<file path="config.mk">
export PLATFORM = sky130hd
export DESIGN_NAME = button_press_hold_repeat_qualifier
export DESIGN_NICKNAME = d
export VERILOG_FILES = /design/src/design/bphr_pkg.sv /design/src/design/button_press_hold_repeat_qualifier.sv
export SDC_FILE = /design/constraint.sdc
export NUM_CORES = 1
export LEC_CHECK = 0
export BUFFER_PORTS_ARGS = -buffer_cell sky130_fd_sc_hd__buf_2
export CORE_MARGIN = 3
export CORE_UTILIZATION = 50
export CTS_BUF_LIST = sky130_fd_sc_hd__clkbuf_8
export CTS_CLUSTER_SIZE = 20
export DETAILED_ROUTE_END_ITERATION = 10
export GPL_ROUTABILITY_DRIVEN = 0
export GPL_TIMING_DRIVEN = 0
export PLACE_DENSITY = 0.75
export SETUP_SLACK_MARGIN = 0.02
export SYNTH_ARGS = -nofsm -noshare
export SYNTH_HDL_FRONTEND = slang
export SYNTH_SLANG_ARGS = --single-unit
</file>
<file path="constraint.sdc">
create_clock -name i_clk -period 7.6 [get_ports i_clk]
set_input_delay 0.38 -clock i_clk [delete_from_list [all_inputs] [get_ports i_clk]]
set_output_delay 0.38 -clock i_clk [all_outputs]
set_load 0.01 [all_outputs]
</file>
<file path="src/design/bphr_pkg.sv">
package bphr_pkg;

    typedef enum logic [1:0] {
        S_IDLE,
        S_DIV,
        S_DONE
    } t_state;

    localparam int CFG_ADDR_W = 3;
    localparam int CFG_DATA_W = 16;

    localparam logic [CFG_ADDR_W-1:0] REG_THRESHOLD = 3'd0;
    localparam logic [CFG_ADDR_W-1:0] REG_HOLD      = 3'd1;
    localparam logic [CFG_ADDR_W-1:0] REG_INITIAL   = 3'd2;
    localparam logic [CFG_ADDR_W-1:0] REG_REPEAT    = 3'd3;
    localparam logic [CFG_ADDR_W-1:0] REG_RELEASE   = 3'd4;

    localparam logic [7:0]  THRESHOLD_RST = 8'd0;
    localparam logic [15:0] HOLD_RST      = 16'd0;
    localparam logic [15:0] INITIAL_RST   = 16'd30;
    localparam logic [15:0] REPEAT_RST    = 16'd6;
    localparam logic [15:0] RELEASE_RST   = 16'hFFFF;

    localparam int IN_DATA_W  = 8;
    localparam int OUT_DATA_W = 40;

endpackage

</file>
<file path="src/design/button_press_hold_repeat_qualifier.sv">
// Each input word is processed to completion before the next is taken: o_s_tready
// is low while the serial remainder unit works, one dividend bit per cycle, and
// while the result waits to enter the output register.
// Input is taken while an earlier output word still waits in the output register.
// Reset: synchronous, active low; clears all tick state and the output valid flag,
// and loads the register defaults.
module button_press_hold_repeat_qualifier
    import bphr_pkg::*;
#(
    parameter int COUNT_WIDTH = 16
) (
    input  logic                  i_clk,
    input  logic                  i_rst_n,
    input  logic                  i_cfg_we,
    input  logic [CFG_ADDR_W-1:0] i_cfg_addr,
    input  logic [CFG_DATA_W-1:0] i_cfg_wdata,
    input  logic                  i_s_tvalid,
    output logic                  o_s_tready,
    input  logic [IN_DATA_W-1:0]  i_s_tdata,   // [7:0] level
    input  logic                  i_s_tuser,   // [0] cmd (1 = clear)
    output logic                  o_m_tvalid,
    input  logic                  i_m_tready,
    // [0] clicked, [1] held, [2] pulsed, [3] released,
    // [19:4] active_count, [35:20] inactive_count, [39:36] zero
    output logic [OUT_DATA_W-1:0] o_m_tdata
);

    localparam int EXT_W = (COUNT_WIDTH > 16) ? COUNT_WIDTH : 16;
    localparam int CNT_W = $clog2(COUNT_WIDTH);

    t_state                 r_state, n_state;
    logic [7:0]             r_thr;
    logic [15:0]            r_hold, r_init, r_rep, r_lim;
    logic [7:0]             r_cur, n_cur, r_prev, n_prev;
    logic [COUNT_WIDTH-1:0] r_act, n_act, r_pact, n_pact, r_inact, n_inact;
    logic [COUNT_WIDTH-1:0] r_dvd, n_dvd;
    logic [15:0]            r_rem, n_rem, r_period, n_period;
    logic [CNT_W-1:0]       r_cnt, n_cnt;
    logic                   r_out_valid, n_out_valid;
    logic [OUT_DATA_W-1:0]  r_out_data, n_out_data;

    logic [16:0]            w_trial;
    logic                   w_ge;
    logic [EXT_W-1:0]       w_act_ext;
    logic [31:0]            w_act32, w_inact32;
    logic                   w_above, w_was, w_clicked, w_held, w_pulsed, w_released;

    always_ff @(posedge i_clk) begin
        if (!i_rst_n) begin
            r_thr  <= THRESHOLD_RST;
            r_hold <= HOLD_RST;
            r_init <= INITIAL_RST;
            r_rep  <= REPEAT_RST;
            r_lim  <= RELEASE_RST;
        end else if (i_cfg_we) begin
            case (i_cfg_addr)
                REG_THRESHOLD: r_thr  <= i_cfg_wdata[7:0];
                REG_HOLD:      r_hold <= i_cfg_wdata;
                REG_INITIAL:   r_init <= i_cfg_wdata;
                REG_REPEAT:    r_rep  <= i_cfg_wdata;
                REG_RELEASE:   r_lim  <= i_cfg_wdata;
                default: ;
            endcase
        end
    end

    always_ff @(posedge i_clk) begin
        if (!i_rst_n) begin
            r_state     <= S_IDLE;
            r_cur       <= '0;
            r_prev      <= '0;
            r_act       <= '0;
            r_pact      <= '0;
            r_inact     <= '0;
            r_period    <= 16'd1;
            r_rem       <= '0;
            r_cnt       <= '0;
            r_out_valid <= 1'b0;
        end else begin
            r_state     <= n_state;
            r_cur       <= n_cur;
            r_prev      <= n_prev;
            r_act       <= n_act;
            r_pact      <= n_pact;
            r_inact     <= n_inact;
            r_period    <= n_period;
            r_rem       <= n_rem;
            r_cnt       <= n_cnt;
            r_out_valid <= n_out_valid;
        end
    end

    always_ff @(posedge i_clk) begin
        r_dvd      <= n_dvd;
        r_out_data <= n_out_data;
    end

    // compare/subtract step of the remainder unit
    always_comb begin
        w_trial = {r_rem, r_dvd[COUNT_WIDTH-1]};
        w_ge    = w_trial >= {1'b0, r_period};
    end

    always_comb begin
        w_act_ext  = EXT_W'(r_act);
        w_act32    = 32'(r_act);
        w_inact32  = 32'(r_inact);
        w_above    = r_cur > r_thr;
        w_was      = r_prev > r_thr;
        w_clicked  = w_above && !w_was;
        w_held     = w_above && (w_act_ext >= EXT_W'(r_hold));
        w_released = !w_above && w_was && (w_act_ext <= EXT_W'(r_lim));
        w_pulsed   = w_clicked || (w_above && (r_pact != '0) && (r_act != r_pact)
                     && (r_rem == '0));
    end

    always_comb begin
        n_state     = r_state;
        n_cur       = r_cur;
        n_prev      = r_prev;
        n_act       = r_act;
        n_pact      = r_pact;
        n_inact     = r_inact;
        n_dvd       = r_dvd;
        n_rem       = r_rem;
        n_period    = r_period;
        n_cnt       = r_cnt;
        n_out_valid = r_out_valid;
        n_out_data  = r_out_data;
        o_s_tready  = (r_state == S_IDLE);

        if (r_out_valid && i_m_tready) begin
            n_out_valid = 1'b0;
        end

        case (r_state)
            S_IDLE: begin
                if (i_s_tvalid) begin
                    if (i_s_tuser) begin
                        n_cur   = '0;
                        n_prev  = '0;
                        n_act   = '0;
                        n_pact  = '0;
                        n_inact = '0;
                    end else begin
                        n_prev = r_cur;
                        n_cur  = i_s_tdata;
                        if (i_s_tdata != '0 && r_cur == '0) begin
                            n_pact  = '0;
                            n_act   = '0;
                            n_inact = (r_inact == '1) ? r_inact
                                                      : r_inact + COUNT_WIDTH'(1);
                        end else if (i_s_tdata != '0 || r_cur != '0) begin
                            n_pact  = r_act;
                            n_inact = '0;
                            n_act   = (r_act == '1) ? r_act : r_act + COUNT_WIDTH'(1);
                        end else begin
                            n_pact  = '0;
                            n_act   = '0;
                            n_inact = (r_inact == '1) ? r_inact
                                                      : r_inact + COUNT_WIDTH'(1);
                        end
                    end
                    n_period = (EXT_W'(n_act) > EXT_W'(r_init)) ? r_rep : r_init;
                    if (n_period == '0) begin
                        n_period = 16'd1;
                    end
                    n_dvd    = n_act;
                    n_rem    = '0;
                    n_cnt    = CNT_W'(COUNT_WIDTH - 1);
                    n_state  = S_DIV;
                end
            end
            S_DIV: begin
                n_rem = w_ge ? 16'(w_trial - {1'b0, r_period}) : w_trial[15:0];
                n_dvd = {r_dvd[COUNT_WIDTH-2:0], 1'b0};
                if (r_cnt == '0) begin
                    n_state = S_DONE;
                end else begin
                    n_cnt = r_cnt - CNT_W'(1);
                end
            end
            S_DONE: begin
                if (!r_out_valid || i_m_tready) begin
                    n_out_valid = 1'b1;
                    n_out_data  = {4'b0, w_inact32[15:0], w_act32[15:0],
                                   w_released, w_pulsed, w_held, w_clicked};
                    n_state     = S_IDLE;
                end
            end
            default: n_state = S_IDLE;
        endcase
    end

    assign o_m_tvalid = r_out_valid;
    assign o_m_tdata  = r_out_data;

    a_busy_after_accept: assert property (@(posedge i_clk) disable iff (!i_rst_n)
        (i_s_tvalid && o_s_tready) |=> !o_s_tready)
        else $error("input taken while remainder unit busy");

    a_rem_bound: assert property (@(posedge i_clk) disable iff (!i_rst_n)
        (r_state == S_DIV) |-> (r_rem < r_period))
        else $error("remainder not below period");

    a_period_nonzero: assert property (@(posedge i_clk) disable iff (!i_rst_n)
        r_period != '0)
        else $error("zero period");

    a_count_step: assert property (@(posedge i_clk) disable iff (!i_rst_n)
        ((r_pact != '0) && (r_act != r_pact)) |-> (r_act == r_pact + COUNT_WIDTH'(1)))
        else $error("active count not one past previous");

endmodule

</file>
== After elaboration in Yosys (flattened, before gate mapping) ==
Index checks and enable logic that the tools add are counted.
Word-level totals
  input bits: 33
  output and inout port bits: 42
  flip-flop bits (word level): 227
  logic and storage cells: 107
Operators by class
  $add $sub $neg: 4
  reduce and logical (&&, ||, !) cells: 35
  mux-type cells: 32
  equal/unequal tests: 13
  order comparisons: 6
Operators with widths (count)
  $mux W16: 18
  $pmux W16 S2: 2
  $add A16 B1 Y16 const B: 2
  $eq A16 B16 Y1 const B: 2
  $logic_not A16 Y1: 2
  $ge A17 B16 Y1: 1
  $ge A16 B16 Y1: 1
  $gt A16 B16 Y1: 1
  $gt A8 B8 Y1: 2
  $le A16 B16 Y1: 1
  $mux W8: 2
  $ne A16 B16 Y1: 1
  $reduce_and A2 Y1: 8
  $reduce_bool A16 Y1: 1
  $reduce_bool A8 Y1: 2
  $sub A16 B16 Y16: 1
  $logic_and A1 B1 Y1: 9
  $logic_not A8 Y1: 1
  $mux W4: 2
  $ne A2 B2 Y1 const B: 4
  $pmux W4 S2: 1
  $eq A3 B2 Y1 const B: 2
  $mux W2: 3
  $pmux W2 S3: 1
  other kinds (13): 20

== Longest topological paths before layout ==
Gate-level depths: netlist of the first run.
  depth in word-level cells: 11
  mapped depth: 18
  depth with buffers taken out: 15

== Least setup slack after synthesis of the first run ==
Ideal clock, no wire load.
  path kind: register to register
  from: register r_act[4]
  to: register r_period[10]
  arrival: 3770 ps
  library setup time: 132 ps
  path buffers: 3
  period minus slack after synthesis: 3903 ps
  data required time: 7468 ps
  path slack: 3697 ps
  stages on the path, launching flop included: 19
  path through: dfxtp_1 -> buf_2 -> and4_4 -> nand4_4 -> nor4_4 -> nor2_2 -> and3_1 -> xnor2_1 -> nor2_1 -> ha_1 -> and3_1 -> a221o_1 -> a221oi_1 -> o221ai_1 -> o21a_1 -> buf_2 -> buf_2 -> mux2i_1 -> a21oi_1
On the way
  longest elaborated chain between the ends: 11
  elaborated cells on any way between the ends: 12
  those cells by class: 1 x add/sub; 1 x order compare; 1 x eq/ne; 8 x mux; 1 x reduce/logical
Ends and longest elaborated chain
  start: declaration: RTL line button_press_hold_repeat_qualifier.sv:35  | logic [COUNT_WIDTH-1:0] r_act, n_act, r_pact, n_pact, r_inact, n_inact;
  start signal: assignment: RTL line button_press_hold_repeat_qualifier.sv:83  | r_act <= n_act;
  $add A16 B1 Y16 / $eq A16 B16 Y1 (equally long branches): RTL line button_press_hold_repeat_qualifier.sv:156  | n_act = (r_act == '1) ? r_act : r_act + COUNT_WIDTH'(1);
  $mux W16 *: RTL line button_press_hold_repeat_qualifier.sv:156
  $mux W16 *: RTL line button_press_hold_repeat_qualifier.sv:153  | end else if (i_s_tdata != '0 || r_cur != '0) begin
  $mux W16 *: RTL line button_press_hold_repeat_qualifier.sv:148  | if (i_s_tdata != '0 && r_cur == '0) begin
  $mux W16 *: RTL line button_press_hold_repeat_qualifier.sv:139  | if (i_s_tuser) begin
  $mux W16 *: RTL line button_press_hold_repeat_qualifier.sv:138  | if (i_s_tvalid) begin
  $mux W16 *: RTL line button_press_hold_repeat_qualifier.sv:136  | case (r_state)
  $gt A16 B16 Y1 *: RTL line button_press_hold_repeat_qualifier.sv:164  | n_period = (EXT_W'(n_act) > EXT_W'(r_init)) ? r_rep : r_init;
  $mux W16 *: RTL line button_press_hold_repeat_qualifier.sv:164
  $logic_not A16 Y1: RTL line button_press_hold_repeat_qualifier.sv:165  | if (n_period == '0) begin
  $mux W16 *: RTL line button_press_hold_repeat_qualifier.sv:165
  end signal: assignment: RTL line button_press_hold_repeat_qualifier.sv:86  | r_period <= n_period;
  end: declaration: RTL line button_press_hold_repeat_qualifier.sv:37  | logic [15:0] r_rem, n_rem, r_period, n_period;
Every way passes the cells marked *; elsewhere a longest branch is shown, timed or not. The select of a mux whose other input is x is not followed.
A chain may end at the register's enable or synchronous reset.

== Final worst setup path of the first run ==
  from: register r_act[5]
  to: register r_period[14]
Same word-level chain as after synthesis.

==> results by group, run 1 <==
Placed design
  – Detailed Place HPWL: 23.08 mm
  – PortBufs: 70

Global routing
  – Final global-route overflow total: 0
  – Vias in the first global route: 9653
  – Initial antenna violation count: 0
  – Gr usage total: 0.2466
  – Largest net degree at the start of global routing: 31
  – First-pass GRT wire length: 50.96 mm

Power
  – Internal power: 0.002061 W
  – PnR Total Power: 0.002942 W
  – Seq pwr share: 0.448
  – Pwr Density: 221.9 nW/um2
  – Net Sw Power: 0.0008811 W
  – Max rail drop VDD: 121.8 uV
  – Sw frac: 0.2995
  – Leak: 5.423 nW
  – Comb power frac: 0.180
  – Clock share of power: 0.372

Synthesis
  – Synth Cell Area: 11720 um2
  – Syn Inst Count: 1360
  – Number of synthesized flops with an enable pin: 52
  – Synth unique cells: 74
  – Synth Register Bits: 227
  – Avg Inst Size Synth: 8.617 um2
  – Yosys warnings: 0
  – Asr flop ratio synth: 0
  – Register area share after synthesis: 0.4322
  – Top FF cell, synth: dfxtp_1

Critical path
  – Reg2reg start: r_act[5]$_SDFFE_PN0P_
  – Worst-path fanout max: 10
  – Worst setup EP type: flop
  – Worst setup path start: r_act[5]$_SDFFE_PN0P_
  – Most used cell, CP: buf_2
  – Crit path launch type: flop
  – Crit Path Class: flop to flop
  – Number of cells on the worst reg-to-reg path: 18
  – Critical Path Max Stage Delay: 0.60 ns
  – Worst EP arrival: 5.40 ns
  – CP endpoint: r_period[14]$_SDFFE_PN0P_
  – Reg-to-Reg End: r_period[14]$_SDFFE_PN0P_
  – Reg-to-reg setup timing slack: 2.61 ns
  – Worst path slowest cell: dfxtp_1
  – Worst EP required: 8.01 ns
  – Cell breakdown of the critical path: buf_2, and4_4, nand4_4, nor4_4, nor2_1, nand4_1, xor2_1, nor2_1, ha_1, and3_1, a221o_1, a221oi_1, o221ai_1, o21a_1, buf_2, buf_2, mux2i_1, a21oi_1

Floorplanning
  – Starting density of the core: 0.5129
  – Num rows: 55
  – Ports: 75
  – Die Width: 159.1 um
  – Die area: 25310 um2
  – Core area: 22850 um2
  – Chip height: 159.1 um

Clock tree
  – CTS tree: done
  – Clock root cell: clkbuf_8
  – TritonCTS buffer count: 39
  – H-tree depth: 2
  – Clk pin slew, worst setup/hold paths: 0.06 ns
  – Post-CTS sizing: 0
  – Worst-skew pair later-pin latency: 0.55 ns
  – Clock sinks: 227
  – Post-CTS setup buffer count: 0
  – CTS Hold Bufs: 0
  – Clk buf depth: 3

Finish
  – Most frequent cells in the layout: 223 x nand2_1, 175 x dfxtp_1, 165 x a21oi_1
  – Area grow syn2layout: 13.11%
  – ANT cells: 0
  – Commonest non-fill, non-tap cell in the layout: nand2_1
  – Fill cells: 2056
  – Nets@finish: 1592
  – Share of cells above drive strength 1: 0.1097

Route
  – Post-DR wirelength/cell: 17.59 um
  – DR DRC count: 0
  – Pre-Repair DR Iteration Count: 5
  – Total wire length: 31.96 mm
  – Drt initial violations: 873
  – Vias/cell: 5.704
  – Vias post-DR: 10365
  – Final ANT Viol Nets: 0

Timing
  – Sum Neg Setup Slack: 0 ns
  – Final period util: 0.6569
  – Fin. Hold Viols: 0
  – Final min period: 4.992 ns
  – Slew @ Worst Pin: 0.8816 ns
  – Clk_skew: 0.02157 ns
  – Fmax achieved: 200.3 MHz
  – Max-Slew Margin vs Limit: 0.4123
  – Max-slew violations: 0
  – Final setup violation count: 0
  – Unrepaired setup endpoints after global routing: false

Status
  – Outcome: finished clean

Run
  – Maxcap violations: 0

Worst hold path
  – Hold Path Class: input port to flop
-- how the worst min path moves through the flow --
stage / startpoint / end / slack [ns] / cells after the start
2_1_floorplan: r_act[0]$_SDFFE_PN0P_ / o_m_tdata[4]$_DFFE_PP_ / 0.43 / 0
3_3_place_gp: r_thr[5]$_SDFFE_PN0P_ / r_thr[5]$_SDFFE_PN0P_ / 0.44 / 2
3_5_place_dp: r_hold[4]$_SDFFE_PN0P_ / r_hold[4]$_SDFFE_PN0P_ / 0.45 / 2
4_1_cts: i_s_tdata[4] / r_cur[4]$_SDFFE_PN0P_ / 0.08 / 3
5_1_grt: i_s_tdata[0] / r_cur[0]$_SDFFE_PN0P_ / 0.08 / 3
6_report: i_s_tdata[7] / r_cur[7]$_SDFFE_PN0P_ / 0.09 / 3
-- final cells by class --
cell class	count	area, um2	area share
clock inverter	28	175.2	0.01322
multi-input combinational	971	6023	0.4544
sequential	227	5065	0.3821
buffer	80	332.8	0.02511
tap	313	391.6	0.02955
timing repair buffer	71	370.4	0.02794
clock buffer	42	578.1	0.04361
inverter	85	319.1	0.02407
-- routing by layer --
metal,vias to the layer above,global-route usage,share of wire
met3,104,0.04084,0.082
met1,4815,0.3398,0.44
met5,-,0,0
li1,5004,-,-
met4,0,0.09511,0.041
met2,442,0.3903,0.44
-- metrics by stage --
stage	instance area (um2)	hold slack [ns]	cells	worst slack, ns	utilization
after global routing	13260	0.07731	1817	2.354	0.5802
after floorplan	11730	0.4348	1363	3.697	-
after detailed placement	12500	0.4463	1747	2.779	0.5471
final	13260	0.09479	1817	2.608	0.5802
after global placement	12470	0.4435	1746	2.802	0.5459
after CTS	13250	0.07823	1817	2.715	0.5801
-- sequential cells by signal (all words and copies together) (netlist names) --
| register | count |
|---|---|
| r_rem | 16 |
| o_m_tdata | 36 |
| o_m_tvalid | 1 |
| r_period | 16 |
| r_hold | 16 |
| r_dvd | 16 |
| r_lim | 16 |
| r_pact | 16 |
| r_inact | 16 |
| r_act | 16 |
| r_prev | 8 |
| r_cnt | 4 |
| r_thr | 8 |
| r_state | 2 |
| r_cur | 8 |
| r_init | 16 |
| r_rep | 16 |
-- synth_stat cells (2+ instances only) --
cell type  instances  area share
o21ai_0           66       0.028
nand4_1           17      0.0091
and4_1             4      0.0030
and3_1             9      0.0048
o221a_2            2      0.0019
dfxtp_1          175        0.30
clkbuf_1          59       0.019
a41oi_1            3      0.0022
inv_1             84       0.027
o211ai_1          21       0.013
a2111oi_0          2      0.0015
nand2b_1          12      0.0064
mux2i_1           22       0.019
nand3_1           45       0.019
nor3_1            20      0.0085
nand2_1          223       0.071
nor4b_1            2      0.0015
xor2_1            30       0.022
o31ai_1           13      0.0083
o21ai_1            2     0.00085
buf_2              8      0.0034
o21a_1             8      0.0051
and2_1             5      0.0027
nor4_1            24       0.013
nor2b_1           11      0.0059
a21boi_0           4      0.0026
a21oi_1          165       0.070
buf_4              6      0.0038
o31a_1             2      0.0015
nand3b_1          18       0.012
or4_1              3      0.0019
edfxtp_1          52        0.13
a211oi_1           3      0.0019
nor2_1            69       0.022
or3_1              6      0.0032
a31oi_1            3      0.0016
a311oi_1           2      0.0015
a32o_1             2      0.0017
buf_1              7      0.0022
xnor2_1            8      0.0060
a21o_1            22       0.014
ha_1              83       0.089
mux2_2             6      0.0058
or2_2              2      0.0011
-- power groups by stage --
stage          Combinational, W  Sequential (W)  Clock (W)
6_report               0.000528         0.00132    0.00109
5_1_grt                0.000586         0.00132    0.00116
4_1_cts                0.000523         0.00132    0.00111
3_5_place_dp           0.000519         0.00134          0
3_3_place_gp           0.000511         0.00134          0
2_1_floorplan          0.000377         0.00134          0
-- worst max-delay path, delay by kind of cell (launching register included) --
family | cells | cell delay [ns]
muxes | 1 | 0.34
DFF | 1 | 0.60
adders and majority gates | 1 | 0.30
and+or+nand+nor | 7 | 1.59
xor gates and xnor gates | 1 | 0.29
buffers and inverters | 3 | 0.68
AOI/OAI and AO/OA | 5 | 1.02
-- logic make-up after synthesis --
kind of cell / after synthesis / share of synthesized area
and+or+nand+nor: 482 / 0.1980
AOI/OAI and AO/OA: 334 / 0.1697
DFF: 227 / 0.4322
buffers and inverters: 165 / 0.05563
adders and majority gates: 84 / 0.09033
xor gates and xnor gates: 38 / 0.02840
muxes: 29 / 0.02552
other: 1 / 0.0003200
Power figures use the tool's default switching activity.
==> run 2: changes to the inputs <==
Settings changed: ABC_AREA set to 1, PLACE_DENSITY 0.75 to 0.77.
Clock period 7.6 ns to 4.2 ns, I/O delays scaled along.
==> results by group, run 2 <==
Route
  – Post-DR wirelength/cell: 16.26 um (-7.6%)
  – Total wire length: 31.80 mm (-0.49%)
  – DR DRC count: 0 (unchanged)
  – Final ANT Viol Nets: 0 (unchanged)
  – Drt initial violations: 926 (+6.1%)
  – Vias post-DR: 10729 (+3.5%)
  – Pre-Repair DR Iteration Count: 5 (unchanged)
  – Vias/cell: 5.485 (-3.8%)

Synthesis
  – Yosys top cell area share: 0.2974 (-0.001524)
  – Largest cells by area after synthesis: dfxtp_1 30%, edfxtp_1 13%, nand2_1 9.8%
  – Synth Register Bits: 227 (unchanged)
  – Avg Inst Size Synth: 7.948 um2 (-7.8%)
  – Syn Inst Count: 1482 (+9.0%)
  – Synth area leader: dfxtp_1
  – Synth Cell Area: 11780 um2 (+0.51%)
  – Asr flop ratio synth: 0 (unchanged)
  – Count leader, synth: nand2_1
  – Post-synth top cells: 308 x nand2_1, 175 x dfxtp_1, 163 x a21oi_1
  – Number of synthesized flops with an enable pin: 52 (unchanged)
  – Synth unique cells: 57 (-23%)
  – Register area share after synthesis: 0.4300 (-0.002204)
  – Yosys warnings: 0 (unchanged)
  – Top FF cell, synth: dfxtp_1

Floorplanning
  – Starting density of the core: 0.5140 (+0.001081)
  – Die area: 25440 um2 (+0.49%)
  – Num rows: 55 (unchanged)
  – Ports: 75 (unchanged)
  – Core area: 22920 um2 (+0.30%)
  – Die Width: 159.5 um (+0.25%)
  – Chip height: 159.5 um (+0.25%)

Finish
  – Max reg flops: 36 (unchanged)
  – Share of cells above drive strength 1: 0.1333 (+0.02359)
  – Area grow syn2layout: 14.38%
  – Fill cells: 2032 (-1.2%)
  – ANT cells: 0 (unchanged)
  – Commonest non-fill, non-tap cell in the layout: nand2_1
  – Nets@finish: 1732 (+8.8%)
  – Most frequent cells in the layout: 308 x nand2_1, 174 x inv_1, 166 x dfxtp_1

Critical path
  – Critical Path Max Stage Delay: 0.42 ns (-0.18 ns)
  – Crit path launch type: flop
  – Worst EP required: 4.69 ns (-3.32 ns)
  – Critical path's top delay family: simple AND/OR/NAND/NOR gates
  – Crit Path Class: flop to flop
  – Cell breakdown of the critical path: buf_2, nand3_1, nor3_2, nand2_1, nor2_1, nand4_1, xor2_1, nand2_1, nand2_1, inv_1, ha_1, nand2_1, nor3_2, nand3_2, buf_2, nand3_1, nand2_1, nor2_1, nand2_1, nor2_1, nand2_1, nand2_1, nand2_1, nand2_1
  – Sum of buffers and inverters on the critical path: 3 (unchanged)
  – Worst setup EP type: flop
  – Most used cell, CP: nand2_1
  – Worst EP arrival: 4.37 ns (-1.03 ns)
  – Worst path slowest cell: dfxtp_1
  – Worst-path fanout max: 10 (unchanged)

Clock tree
  – Clk pin slew, worst setup/hold paths: 0.06 ns (about the same)
  – Clock root cell: clkbuf_8
  – CTS tree: done
  – TritonCTS buffer count: 38 (-2.6%)
  – Clock sinks: 227 (unchanged)
  – Worst-skew pair later-pin latency: 0.54 ns (about the same)
  – Clk buf depth: 3 (unchanged)
  – H-tree depth: 2 (unchanged)

Global routing
  – Final global-route overflow total: 0 (unchanged)
  – Initial antenna violation count: 0 (unchanged)
  – First-pass GRT wire length: 50.35 mm (-1.2%)
  – Largest net degree at the start of global routing: 32 (+3.2%)
  – Vias in the first global route: 9864 (+2.2%)
  – Gr usage total: 0.2408 (-0.005784)

Timing
  – Max-Slew Margin vs Limit: 0.4849 (+0.07260)
  – Slew @ Worst Pin: 0.7727 ns (-0.1089 ns)
  – Sum Neg Setup Slack: 0 ns (unchanged)
  – Final period util: 0.9250 (+0.2682)
  – Fmax achieved: 257.4 MHz (+28%)
  – Fin. Hold Viols: 0 (unchanged)
  – Clk_skew: 0.01474 ns (-0.006824 ns)
  – Final setup violation count: 0 (unchanged)
  – Final min period: 3.885 ns (-1.107 ns)
  – Max-slew violations: 0 (unchanged)
  – Unrepaired setup endpoints after global routing: false

Power
  – Leak: 5.853 nW (+7.9%)
  – Pwr Density: 555.8 nW/um2 (+150%)
  – Max rail drop VDD: 402.6 uV (+230%)
  – PnR Total Power: 0.007489 W (+150%)

Worst hold path
  – Hold Path Class: input port to flop

Placed design
  – PortBufs: 70 (unchanged)
  – Detailed Place HPWL: 23.13 mm (+0.22%)

Status
  – Outcome: finished clean

Run
  – Maxcap violations: 0 (unchanged)
==> run 2: cell type report <==
cell class	count	area, um2	share of cell area
Sequential cell	227	5081	0.3771
Clock buffer	42	578.1	0.04290
Buffer	63	284.0	0.02108
Timing Repair Buffer	90	558.0	0.04142
Tap cell	313	391.6	0.02907
Clock inverter	26	117.6	0.008730
Inverter	174	653.1	0.04848
Multi-Input combinational cell	1021	5809	0.4312
==> run 2: path summary, 6_finish.rpt <==
kind / from / end / slack [ns] / cells after the start
max: r_act[0]$_SDFFE_PN0P_ / r_period[0]$_SDFFE_PN1P_ / 0.31 / 24
min: i_cfg_wdata[1] / r_rep[1]$_SDFFE_PN1P_ / 0.03 / 3
max reg2reg: r_act[0]$_SDFFE_PN0P_ / r_period[0]$_SDFFE_PN1P_ / 0.31 / 24
min reg2reg: r_inact[7]$_SDFFE_PN0P_ / o_m_tdata[27]$_DFFE_PP_ / 0.44 / 0
==> run 2: through the flow <==
stage / hold slack (ns) / std cells / worst slack (ns) / util / instance area, um2
finish: 0.02793 / 1956 / 0.3148 / 0.5879 / 13470
global route: 0.01009 / 1956 / 0.02173 / 0.5879 / 13470
CTS: 0.002556 / 1955 / 0.08995 / 0.5863 / 13440
detailed placement: 0.4245 / 1869 / 0.1182 / 0.5481 / 12560
global placement: 0.4121 / 1868 / 0.1315 / 0.5469 / 12530
floorplan: 0.3232 / 1485 / 0.9526 / - / 11790
==> run 2: repair_timing <==
item,CTS,global route
hold endpoints to repair,26,0
setup endpoints to repair,0,11
resized for setup,0,14
setup buffers,0,1
hold buffers,18,0
==> run 2: tightest hold or removal path: cells and delay by family <==
kind / cells / cell delay (ns)
buf+inv: 1 / 0.18
simple gates: 2 / 0.14
==> run 2: report_power, final <==
| group | switching (W) | leakage, nW | internal (W) |
|---|---|---|---|
| logic | 0.00187 | 3.53 | 0.00111 |
| clock network | 0.000916 | 0.402 | 0.000924 |
| registers | 0.000205 | 1.93 | 0.00246 |
==> run 2: layer usage <==
metal  part of all wire  routed length [um]  global-route usage
met1               0.44               14000              0.3409
met3              0.089                2844             0.03798
met2               0.44               14130              0.3754
met4              0.026                 829             0.08317
met5                  0                   0                   0
==> run 2: cells by family (layout without fill, tap and decap cells) <==
| group | Yosys count | after routing | share of synthesized area |
|---|---|---|---|
| AOI/OAI and AO/OA | 351 | 351 | 0.1735 |
| other | 1 | 4 | 0.0003184 |
| buffers and inverters | 237 | 395 | 0.07956 |
| adders and majority gates | 84 | 84 | 0.08987 |
| DFF | 227 | 227 | 0.4300 |
| xor gates and xnor gates | 30 | 30 | 0.02231 |
| and+or+nand+nor | 552 | 552 | 0.2045 |
